==> config.mk <==
export PLATFORM = sky130hd
export DESIGN_NAME = integer_partition_stepper_core
export DESIGN_NICKNAME = d
export VERILOG_FILES = /design/src/rtl/ips_pkg.sv /design/src/rtl/ips_div.sv /design/src/rtl/ips_dpath.sv /design/src/rtl/ips_ctrl.sv /design/src/rtl/integer_partition_stepper_core.sv
export VERILOG_INCLUDE_DIRS = /design/src /design/src/rtl
export SDC_FILE = /design/constraint.sdc
export NUM_CORES = 1
export LEC_CHECK = 0
export ABC_AREA = 1
export ABC_CLOCK_PERIOD_IN_PS = 5300
export BUFFER_PORTS_ARGS = -buffer_cell sky130_fd_sc_hd__buf_2
export CAP_MARGIN = 10
export CORE_ASPECT_RATIO = 0.6
export CORE_MARGIN = 3
export CORE_UTILIZATION = 40
export CTS_CLUSTER_DIAMETER = 40
export DETAILED_ROUTE_END_ITERATION = 10
export PLACE_DENSITY_LB_ADDON = 0.08
export RECOVER_POWER = 50
export REMOVE_ABC_BUFFERS = 1
export SLEW_MARGIN = 20
export SYNTH_ARGS = -nofsm -noshare
export SYNTH_HDL_FRONTEND = slang
export SYNTH_SLANG_ARGS = --single-unit
==> constraint.sdc <==
create_clock -name clk -period 5.3 [get_ports clk]
set_input_delay 0.795 -clock clk [delete_from_list [all_inputs] [get_ports clk]]
set_output_delay 0.795 -clock clk [all_outputs]
set_load 0.05 [all_outputs]
==> src/rtl/integer_partition_stepper_core_assert.svh <==
// assertion helpers shared by the stepper modules
// each expects clk and arst_n in the scope where it is used
`ifndef INTEGER_PARTITION_STEPPER_CORE_ASSERT_SVH
`define INTEGER_PARTITION_STEPPER_CORE_ASSERT_SVH

// same-cycle implication
`define IPS_ASSERT_IMP(label, ante, cons, msg) \
	label: assert property (@(posedge clk) disable iff (!arst_n) (ante) |-> (cons)) \
		else $error(msg);

// next-cycle implication
`define IPS_ASSERT_NXT(label, ante, cons, msg) \
	label: assert property (@(posedge clk) disable iff (!arst_n) (ante) |=> (cons)) \
		else $error(msg);

`endif

==> src/rtl/ips_pkg.sv <==
`timescale 1ns / 1ps

package ips_pkg;

	// width of every result field and of the configured total
	localparam int FIELD_W       = 7;
	localparam int MAX_TOTAL_DEF = 64;
	// at most this many pairs are given per partition
	localparam int MAX_RESULTS   = 10;
	localparam int EMIT_W        = $clog2(MAX_RESULTS + 1);

	// controller to datapath
	typedef struct packed {
		logic restart_load;
		logic rd_last;
		logic take_ones;
		logic pivot;
		logic wr_quot;
		logic wr_rem;
		logic emit_start;
		logic emit_load;
		logic exh_load;
	} ips_cmd_t;

	// datapath to controller
	typedef struct packed {
		logic done;
		logic last_one;
		logic idx_zero;
		logic pivot_bad;
		logic div_busy;
		logic rem_zero;
		logic out_free;
		logic emit_last;
	} ips_sts_t;

endpackage

==> src/rtl/ips_div.sv <==
`timescale 1ns / 1ps

module ips_div import ips_pkg::*; #(
	parameter int VW = 7
) (
	input  logic          clk,
	input  logic          arst_n,
	input  logic          start,
	input  logic [VW-1:0] dividend,
	input  logic [VW-1:0] divisor,
	output logic          busy,
	output logic [VW-1:0] quotient,
	output logic [VW-1:0] remainder
);

	localparam int SW = $clog2(VW + 1);

	logic [VW-1:0] rem_q;
	logic [VW-1:0] quo_q;
	logic [VW-1:0] dvs_q;
	logic [SW-1:0] step_q;
	logic          busy_q;
	logic [VW:0]   shifted;
	logic          ge;

	// restoring division, one quotient bit per cycle
	assign shifted = {rem_q, quo_q[VW-1]};
	assign ge      = shifted >= {1'b0, dvs_q};

	always_ff @(posedge clk or negedge arst_n) begin
		if (!arst_n) begin
			busy_q <= 1'b0;
			step_q <= '0;
		end else if (start) begin
			busy_q <= 1'b1;
			step_q <= SW'(VW);
		end else if (busy_q) begin
			step_q <= step_q - SW'(1);
			if (step_q == SW'(1)) begin
				busy_q <= 1'b0;
			end
		end
	end

	always_ff @(posedge clk) begin
		if (start) begin
			rem_q <= '0;
			quo_q <= dividend;
			dvs_q <= divisor;
		end else if (busy_q) begin
			quo_q <= {quo_q[VW-2:0], ge};
			rem_q <= ge ? VW'(shifted - {1'b0, dvs_q}) : VW'(shifted);
		end
	end

	assign busy      = busy_q;
	assign quotient  = quo_q;
	assign remainder = rem_q;

endmodule

==> src/rtl/ips_dpath.sv <==
`timescale 1ns / 1ps
`include "integer_partition_stepper_core_assert.svh"

module ips_dpath import ips_pkg::*; #(
	parameter int MAX_TOTAL = MAX_TOTAL_DEF
) (
	input  logic               clk,
	input  logic               arst_n,
	input  logic               cfg_we,
	input  logic [FIELD_W-1:0] total_value,
	input  ips_cmd_t           cmd,
	output ips_sts_t           sts,
	output logic               out_valid,
	input  logic               out_stall,
	output logic [FIELD_W-1:0] part_value,
	output logic [FIELD_W-1:0] multiplicity,
	output logic               last_pair,
	output logic               exhausted
);

	localparam int DEPTH = MAX_TOTAL + 2;
	localparam int VW    = $clog2(MAX_TOTAL + 1);
	localparam int AW    = $clog2(DEPTH);
	localparam int CW    = $clog2(DEPTH + 1);
	localparam int EW    = 2 * VW;

	// each entry holds {part value, multiplicity}
	logic [EW-1:0]      part_mem_q [DEPTH];
	logic [EW-1:0]      rd_q;
	logic [AW-1:0]      rd_addr;
	logic [AW-1:0]      wr_addr;
	logic               wr_en;
	logic [EW-1:0]      wr_data;

	logic [FIELD_W-1:0] total_q;
	logic [CW-1:0]      cnt_q;
	logic               done_q;
	logic [AW-1:0]      idx_q;
	logic [VW-1:0]      sum_q;
	logic [VW-1:0]      low_q;
	logic [EMIT_W-1:0]  k_q;

	logic               out_valid_q;
	logic [FIELD_W-1:0] part_value_q;
	logic [FIELD_W-1:0] multiplicity_q;
	logic               last_pair_q;
	logic               exhausted_q;

	logic [VW-1:0]      rd_val;
	logic [VW-1:0]      rd_cnt;
	logic [VW-1:0]      piv_dec;
	logic [VW-1:0]      t_clamp;
	logic [VW-1:0]      quot;
	logic [VW-1:0]      rem;
	logic               div_busy;
	logic               out_free;

	assign rd_val  = rd_q[EW-1:VW];
	assign rd_cnt  = rd_q[VW-1:0];
	assign piv_dec = rd_cnt - VW'(1);

	always_comb begin
		if (total_q == '0) begin
			t_clamp = VW'(1);
		end else if (32'(total_q) > 32'(MAX_TOTAL)) begin
			t_clamp = VW'(MAX_TOTAL);
		end else begin
			t_clamp = VW'(total_q);
		end
	end

	ips_div #(
		.VW (VW)
	) u_div (
		.clk       (clk),
		.arst_n    (arst_n),
		.start     (cmd.pivot),
		.dividend  (VW'(sum_q + rd_val)),
		.divisor   (rd_val - VW'(1)),
		.busy      (div_busy),
		.quotient  (quot),
		.remainder (rem)
	);

	always_comb begin
		if (cmd.rd_last) begin
			rd_addr = AW'(cnt_q - CW'(1));
		end else if (cmd.take_ones) begin
			rd_addr = idx_q - AW'(1);
		end else if (cmd.emit_start) begin
			rd_addr = '0;
		end else if (cmd.emit_load) begin
			rd_addr = AW'(k_q + EMIT_W'(1));
		end else begin
			rd_addr = AW'(k_q);
		end
	end

	always_comb begin
		wr_en   = 1'b0;
		wr_addr = idx_q;
		wr_data = {low_q, quot};
		if (cmd.restart_load) begin
			wr_en   = 1'b1;
			wr_addr = '0;
			wr_data = {t_clamp, VW'(1)};
		end else if (cmd.pivot) begin
			wr_en   = piv_dec != '0;
			wr_data = {rd_val, piv_dec};
		end else if (cmd.wr_quot) begin
			wr_en   = 1'b1;
			wr_data = {low_q, quot};
		end else if (cmd.wr_rem) begin
			wr_en   = 1'b1;
			wr_data = {rem, VW'(1)};
		end
	end

	always_ff @(posedge clk) begin
		if (wr_en) begin
			part_mem_q[wr_addr] <= wr_data;
		end
		rd_q <= part_mem_q[rd_addr];
	end

	assign out_free = !out_valid_q || !out_stall;

	always_ff @(posedge clk or negedge arst_n) begin
		if (!arst_n) begin
			total_q     <= FIELD_W'(1);
			cnt_q       <= CW'(1);
			done_q      <= 1'b0;
			out_valid_q <= 1'b0;
		end else begin
			if (cfg_we) begin
				total_q <= total_value;
			end
			if (cmd.restart_load) begin
				cnt_q  <= CW'(1);
				done_q <= 1'b0;
			end
			if (cmd.exh_load) begin
				done_q <= 1'b1;
			end
			if ((cmd.wr_quot && rem == '0) || cmd.wr_rem) begin
				cnt_q <= CW'(idx_q) + CW'(1);
			end
			if (cmd.emit_load || cmd.exh_load) begin
				out_valid_q <= 1'b1;
			end else if (!out_stall) begin
				out_valid_q <= 1'b0;
			end
		end
	end

	always_ff @(posedge clk) begin
		if (cmd.rd_last) begin
			idx_q <= AW'(cnt_q - CW'(1));
			sum_q <= '0;
		end
		if (cmd.take_ones) begin
			idx_q <= idx_q - AW'(1);
			sum_q <= rd_cnt;
		end
		if (cmd.pivot) begin
			low_q <= rd_val - VW'(1);
			if (piv_dec != '0) begin
				idx_q <= idx_q + AW'(1);
			end
		end
		if (cmd.wr_quot && rem != '0) begin
			idx_q <= idx_q + AW'(1);
		end
		if (cmd.emit_start) begin
			k_q <= '0;
		end
		if (cmd.emit_load) begin
			k_q            <= k_q + EMIT_W'(1);
			part_value_q   <= FIELD_W'(rd_val);
			multiplicity_q <= FIELD_W'(rd_cnt);
			last_pair_q    <= sts.emit_last;
			exhausted_q    <= 1'b0;
		end
		if (cmd.exh_load) begin
			part_value_q   <= '0;
			multiplicity_q <= '0;
			last_pair_q    <= 1'b1;
			exhausted_q    <= 1'b1;
		end
	end

	always_comb begin
		sts.done      = done_q;
		sts.last_one  = rd_val == VW'(1);
		sts.idx_zero  = idx_q == '0;
		sts.pivot_bad = rd_val <= VW'(1) || rd_cnt == '0 ||
			(32'(idx_q) + 32'd2 >= 32'(DEPTH));
		sts.div_busy  = div_busy;
		sts.rem_zero  = rem == '0;
		sts.out_free  = out_free;
		sts.emit_last = (32'(k_q) + 32'd1 == 32'(cnt_q)) ||
			(32'(k_q) + 32'd1 == 32'(MAX_RESULTS));
	end

	assign out_valid    = out_valid_q;
	assign part_value   = part_value_q;
	assign multiplicity = multiplicity_q;
	assign last_pair    = last_pair_q;
	assign exhausted    = exhausted_q;

	`IPS_ASSERT_IMP(a_load_when_free, cmd.emit_load || cmd.exh_load, out_free, "result overwritten while stalled")
	`IPS_ASSERT_IMP(a_count_nonzero, 1'b1, cnt_q != '0, "distinct count dropped to zero")
	`IPS_ASSERT_NXT(a_restart_single, cmd.restart_load, cnt_q == CW'(1) && !done_q, "restart did not load one part")

endmodule

==> src/rtl/ips_ctrl.sv <==
`timescale 1ns / 1ps
`include "integer_partition_stepper_core_assert.svh"

module ips_ctrl import ips_pkg::*; (
	input  logic     clk,
	input  logic     arst_n,
	input  logic     in_valid,
	input  logic     restart,
	output logic     in_stall,
	input  ips_sts_t sts,
	output ips_cmd_t cmd
);

	typedef enum logic [2:0] {
		ST_IDLE,
		ST_CHK_LAST,
		ST_CHK_PIV,
		ST_DIV,
		ST_WR_REM,
		ST_EMIT_RD,
		ST_EMIT,
		ST_EXH
	} state_t;

	state_t state_q;
	state_t state_nxt;

	always_comb begin
		cmd       = '0;
		state_nxt = state_q;
		case (state_q)
			ST_IDLE: begin
				if (in_valid) begin
					if (restart) begin
						cmd.restart_load = 1'b1;
						state_nxt        = ST_EMIT_RD;
					end else if (sts.done) begin
						state_nxt = ST_EXH;
					end else begin
						cmd.rd_last = 1'b1;
						state_nxt   = ST_CHK_LAST;
					end
				end
			end
			ST_CHK_LAST: begin
				// trailing ones fold into the sum, then the part above them is lowered
				if (sts.last_one) begin
					if (sts.idx_zero) begin
						state_nxt = ST_EXH;
					end else begin
						cmd.take_ones = 1'b1;
						state_nxt     = ST_CHK_PIV;
					end
				end else if (sts.pivot_bad) begin
					state_nxt = ST_EXH;
				end else begin
					cmd.pivot = 1'b1;
					state_nxt = ST_DIV;
				end
			end
			ST_CHK_PIV: begin
				if (sts.pivot_bad) begin
					state_nxt = ST_EXH;
				end else begin
					cmd.pivot = 1'b1;
					state_nxt = ST_DIV;
				end
			end
			ST_DIV: begin
				if (!sts.div_busy) begin
					cmd.wr_quot = 1'b1;
					state_nxt   = sts.rem_zero ? ST_EMIT_RD : ST_WR_REM;
				end
			end
			ST_WR_REM: begin
				cmd.wr_rem = 1'b1;
				state_nxt  = ST_EMIT_RD;
			end
			ST_EMIT_RD: begin
				cmd.emit_start = 1'b1;
				state_nxt      = ST_EMIT;
			end
			ST_EMIT: begin
				if (sts.out_free) begin
					cmd.emit_load = 1'b1;
					if (sts.emit_last) begin
						state_nxt = ST_IDLE;
					end
				end
			end
			ST_EXH: begin
				if (sts.out_free) begin
					cmd.exh_load = 1'b1;
					state_nxt    = ST_IDLE;
				end
			end
			default: begin
				state_nxt = ST_IDLE;
			end
		endcase
	end

	always_ff @(posedge clk or negedge arst_n) begin
		if (!arst_n) begin
			state_q <= ST_IDLE;
		end else begin
			state_q <= state_nxt;
		end
	end

	assign in_stall = state_q != ST_IDLE;

	`IPS_ASSERT_NXT(a_accept_starts, state_q == ST_IDLE && in_valid, state_q != ST_IDLE, "accepted request did not start work")
	`IPS_ASSERT_IMP(a_div_quiet_idle, state_q == ST_IDLE, !sts.div_busy, "divider running while idle")
	`IPS_ASSERT_NXT(a_emit_closes, state_q == ST_EMIT && sts.out_free && sts.emit_last, state_q == ST_IDLE, "last pair did not end the partition")

endmodule

==> src/rtl/integer_partition_stepper_core.sv <==
// integer partition stepper: walks the partitions of total_value in reverse lexicographic
// order, keeping each partition as distinct parts (largest first) with multiplicities in a
// small single-port-write memory. a request with restart high loads the partition {total};
// a request with restart low moves to the next partition. each request returns one result
// per distinct part (at most ten, the last flagged by last_pair), or a single exhausted
// result once the all-ones partition has been passed. one request is worked on at a time:
// a restart writes the entry {total, 1} and reads it back before loading its pair; an
// advance reads the last entry, folds it into the sum if it holds ones, finds the part
// to lower, runs the bit-serial divider that refills the freed sum, writes the quotient
// entry and any remainder entry, then reads the entries back and loads one pair at a
// time into the output register, waiting while out_stall holds it. a new request is taken
// while the last result still waits in that register. total_value is captured on cfg_we
// and used on restart only; a total of 0 acts as 1 and a total above MAX_TOTAL acts as
// MAX_TOTAL. an advance before the first restart is not defined
`timescale 1ns / 1ps

module integer_partition_stepper_core import ips_pkg::*; #(
	parameter int MAX_TOTAL = MAX_TOTAL_DEF
) (
	input  logic               clk,
	input  logic               arst_n,
	// configuration write
	input  logic               cfg_we,
	input  logic [FIELD_W-1:0] total_value,
	// request channel
	input  logic               in_valid,
	output logic               in_stall,
	input  logic               restart,
	// result channel
	output logic               out_valid,
	input  logic               out_stall,
	output logic [FIELD_W-1:0] part_value,
	output logic [FIELD_W-1:0] multiplicity,
	output logic               last_pair,
	output logic               exhausted
);

	// command and status between sequencer and datapath
	ips_cmd_t cmd;
	ips_sts_t sts;

	// datapath: part memory, divider, output register
	ips_dpath #(
		.MAX_TOTAL (MAX_TOTAL)
	) u_dpath (
		.clk          (clk),
		.arst_n       (arst_n),
		.cfg_we       (cfg_we),
		.total_value  (total_value),
		.cmd          (cmd),
		.sts          (sts),
		.out_valid    (out_valid),
		.out_stall    (out_stall),
		.part_value   (part_value),
		.multiplicity (multiplicity),
		.last_pair    (last_pair),
		.exhausted    (exhausted)
	);

	// sequencer: one request from accept to last result load
	ips_ctrl u_ctrl (
		.clk      (clk),
		.arst_n   (arst_n),
		.in_valid (in_valid),
		.restart  (restart),
		.in_stall (in_stall),
		.sts      (sts),
		.cmd      (cmd)
	);

endmodule
==> reports/metrics.csv <==
metric,value,unit
status,"complete, but fails checks",
failed_checks,"capacitance limit, slew limit",
total_leakage_power,22.0,nW
fillers,10600,
ys_seq_area_share,65.0,%
powerDensity,725,nW/um^2
clkPwrFrac,24.4,%
criticalPathCategory,reg2reg,
vias,32400,
grt_pass1_wl,217000,um
relSlewSlack,-11.0,%
antenna_found_initial,17,
syn_inst,4508,
cts.sinks,1016,
grt_start_max_net_pins,111,
place.gp.congestion,0.885,
whs_path_depth,3,
clockBufferDepth,3,
fin_area,53200,sq um
p_sw,0.0172,W
reg2reg_from,u_dpath.idx_q[0]$_DFF_P_,
ys_warn_count,0,
fin_setup_tns,0,ns
combPwrFrac,44.9,%
post_cts_buffers,0,
fin_nets,4651,
drive_gt1_share,8.58,%
cp_data_required_time,5.92,ns
finalHoldViolations,0,
postRouteAntennaNets,0,
clk_latency,0.74,ns
die_h,269,um
whs_endpoint,u_dpath.total_q[5]$_DFFE_PN0P_,
wl_per_cell,24.0,um
numCtsBuffers,136,
detail_route.first_pass.iterations,5,
critPathMaxFanout,70,
synth_edf_count,949,
syn_to_final_growth,15.5,%
cp.arrival,5.40,ns
multiInputGateArea,12100,sq um
rsz0062_at_grt,false,
power,0.0386,W
track_usage,25.0,%
die_w,444,um
rows,95,
num_io_pins,31,
ir_drop,0.605,mV
clk_root_buffer_cell,clkbuf_16,
drt_iter0_markers,4159,
yosysUniqueCellTypes,50,
max-cap-violations,2,
dp.cells,5973,
place_area,48900,sq um
grt_pass1_vias,30100,
p_seq_share,30.7,%
synth-seq-cells,1016,
startpoint_type,flip-flop,
htree_num_levels,4,
r2r_cells,19,
switching_share,44.5,%
cts_tree,built,
post_cts_resized,0,
end_kind,flip-flop,
drt_wl_total,149000,um
reg2reg_slack,0.52,ns
die_area,119000,sq um
dpl.hpwl,91300,um
drc_errors,0,
core_area,113000,sq um
stdcell_count,6211,
setup_viol,0,
hp-class,in2reg,
syn-mean-instance-area,10.2,sq um
final.period_utilization,90.2,%
clk_pin_slew_worst_paths,0.06,ns
internal_power,0.0214,W
netlist_area,46100,sq um
synth-main-ff-cell,edfxtp_1,
tightestPinTransition,1.67,ns
holdBufCountCts,0,
max_freq,0.209,GHz
vias_per_cell,5.22,
gr-total-overflow,0,
r2r_end,u_dpath.rd_q[2]$_DFF_P_,
regArea,30000,sq um
maxSlewViolCount,61,
portBuffers,30,
whs,0.270,ns
start_util,40.7,%
layout_min_cycle_time,4.78,ns
skew,0.0259,ns
synth_async_sr_flop_share,2.26,%
holdCritStartpoint,total_value[5],
[state kept, by name (all words and copies together) (netlist names)]
signal and count:
u_ctrl.state_q 3, u_dpath.cnt_q 7, u_dpath.done_q 1, u_dpath.exhausted 1, u_dpath.idx_q 7, u_dpath.k_q 4
u_dpath.last_pair 1, u_dpath.low_q 7, u_dpath.multiplicity 7, u_dpath.out_valid 1, u_dpath.part_mem_q 924, u_dpath.part_value 7
u_dpath.rd_q 14, u_dpath.sum_q 7, u_dpath.total_q 7, u_dpath.u_div.busy 1, u_dpath.u_div.quotient 7, u_dpath.u_div.remainder 7
u_dpath.u_div.step_q 3
[area by class of cell]
cell class,count,share of cell area (%)
Antenna cell,2,0.00940
Clock buffer,160,6.92
Clock inverter,76,1.68
Inverter,828,5.86
Multi-Input combinational cell,2422,22.7
Sequential cell,1016,56.3
Tap cell,1503,3.53
Timing Repair Buffer,204,3.05
[placed cells by master (no fill, tap or decap), types with 6 or more instances in the layout]
master,instances
inv_1,817
clkbuf_16,144
a21oi_1,39
clkbuf_1,87
dfrtp_1,21
dfxtp_1,44
nor3_1,10
ha_1,28
clkinv_1,15
nand3_1,975
buf_2,11
nor2_1,140
clkinvlp_4,9
buf_12,32
nor3_2,8
xnor2_1,6
a31oi_1,9
buf_4,83
inv_6,8
clkinv_2,16
nand3b_1,141
o21ai_0,58
xor2_1,28
nand2_1,869
o22ai_4,6
nand4_1,15
bufinv_16,17
clkinv_4,9
or2_2,17
edfxtp_1,949
o211ai_1,19
inv_2,7
[routing by layer]
metal / global-route usage (%) / vias up / part of all wire [%]
li1: - / 15200 / -
met2: 32.6 / 1328 / 38
met3: 7.45 / 178 / 10
met1: 39.7 / 15700 / 49
met4: 6.22 / 2 / 1.8
met5: 0 / - / 0.0087
[synth_stat cells, drive strengths merged, types with 6 or more instances]
cell / instances / area share (%)
nand3: 979 / 11
edfxtp: 949 / 62
nand2: 874 / 7.2
inv: 826 / 6.7
buf: 193 / 2.2
nor2: 147 / 1.2
nand3b: 141 / 2.3
o21ai: 59 / 0.64
clkbuf: 49 / 0.40
dfxtp: 44 / 1.9
a21oi: 43 / 0.47
ha: 28 / 0.76
xor2: 28 / 0.53
dfrtp: 21 / 1.1
o211ai: 19 / 0.31
nor3: 18 / 0.22
or2: 17 / 0.23
nand4: 15 / 0.20
a31oi: 10 / 0.14
o22ai: 10 / 0.14
xnor2: 6 / 0.11
[cells by family after synthesis]
| kind of cell | count (synthesis) | synth area share, % |
|---|---|---|
| AND/OR/NAND/NOR | 2194 | 22.1 |
| flip-flops | 1016 | 65.0 |
| XOR/XNOR | 34 | 0.646 |
| adder cells (fa/ha/maj) | 30 | 0.847 |
| buffers and inverters | 1070 | 9.36 |
| AO/OA/AOI/OAI | 164 | 2.10 |
[how the worst max path moves through the flow]
stage,start,to
final,u_dpath.idx_q[0]$_DFF_P_,u_dpath.rd_q[2]$_DFF_P_
after global routing,u_dpath.idx_q[2]$_DFF_P_,u_dpath.part_mem_q[35][11]$_DFFE_PP_
after CTS,u_dpath.idx_q[0]$_DFF_P_,u_dpath.rd_q[8]$_DFF_P_
after detailed placement,out_stall,u_dpath.rd_q[8]$_DFF_P_
after global placement,out_stall,u_dpath.rd_q[8]$_DFF_P_
after floorplan,out_stall,u_dpath.rd_q[12]$_DFF_P_
[critical path, cell delays in order (launching register included)]
cell and delay (ns):
dfxtp_1 0.58, inv_1 0.20, ha_1 0.32, inv_1 0.10, nor2_1 0.04, nand3_1 0.17
nand3_2 0.35, inv_2 0.22, o21ai_1 0.11, nand2_1 0.12, a21oi_4 0.10, inv_4 0.40
buf_12 0.36, nand3_1 0.23, nand3_1 0.39, nand3_1 0.38, nand3_1 0.17, nand2_1 0.07
nand2_1 0.06, nand2_1 0.06
[power groups by stage]
stage               sequential, W  clock (W)  combinational, W
global route               0.0119    0.00991            0.0186
global placement           0.0120          0            0.0172
floorplan                  0.0122          0           0.00871
CTS                        0.0118    0.00956            0.0173
finish                     0.0118    0.00940            0.0173
detailed placement         0.0119          0            0.0172
[stage by stage]
stage                     utilization [%]  setup slack [ns]
after global routing                 47.0             0.188
final                                47.0             0.518
after detailed placement             43.2             0.652
after global placement               43.2             0.630
after CTS                            47.3             0.725
after floorplan                         -             -1.17
Power figures use the tool's default switching activity.
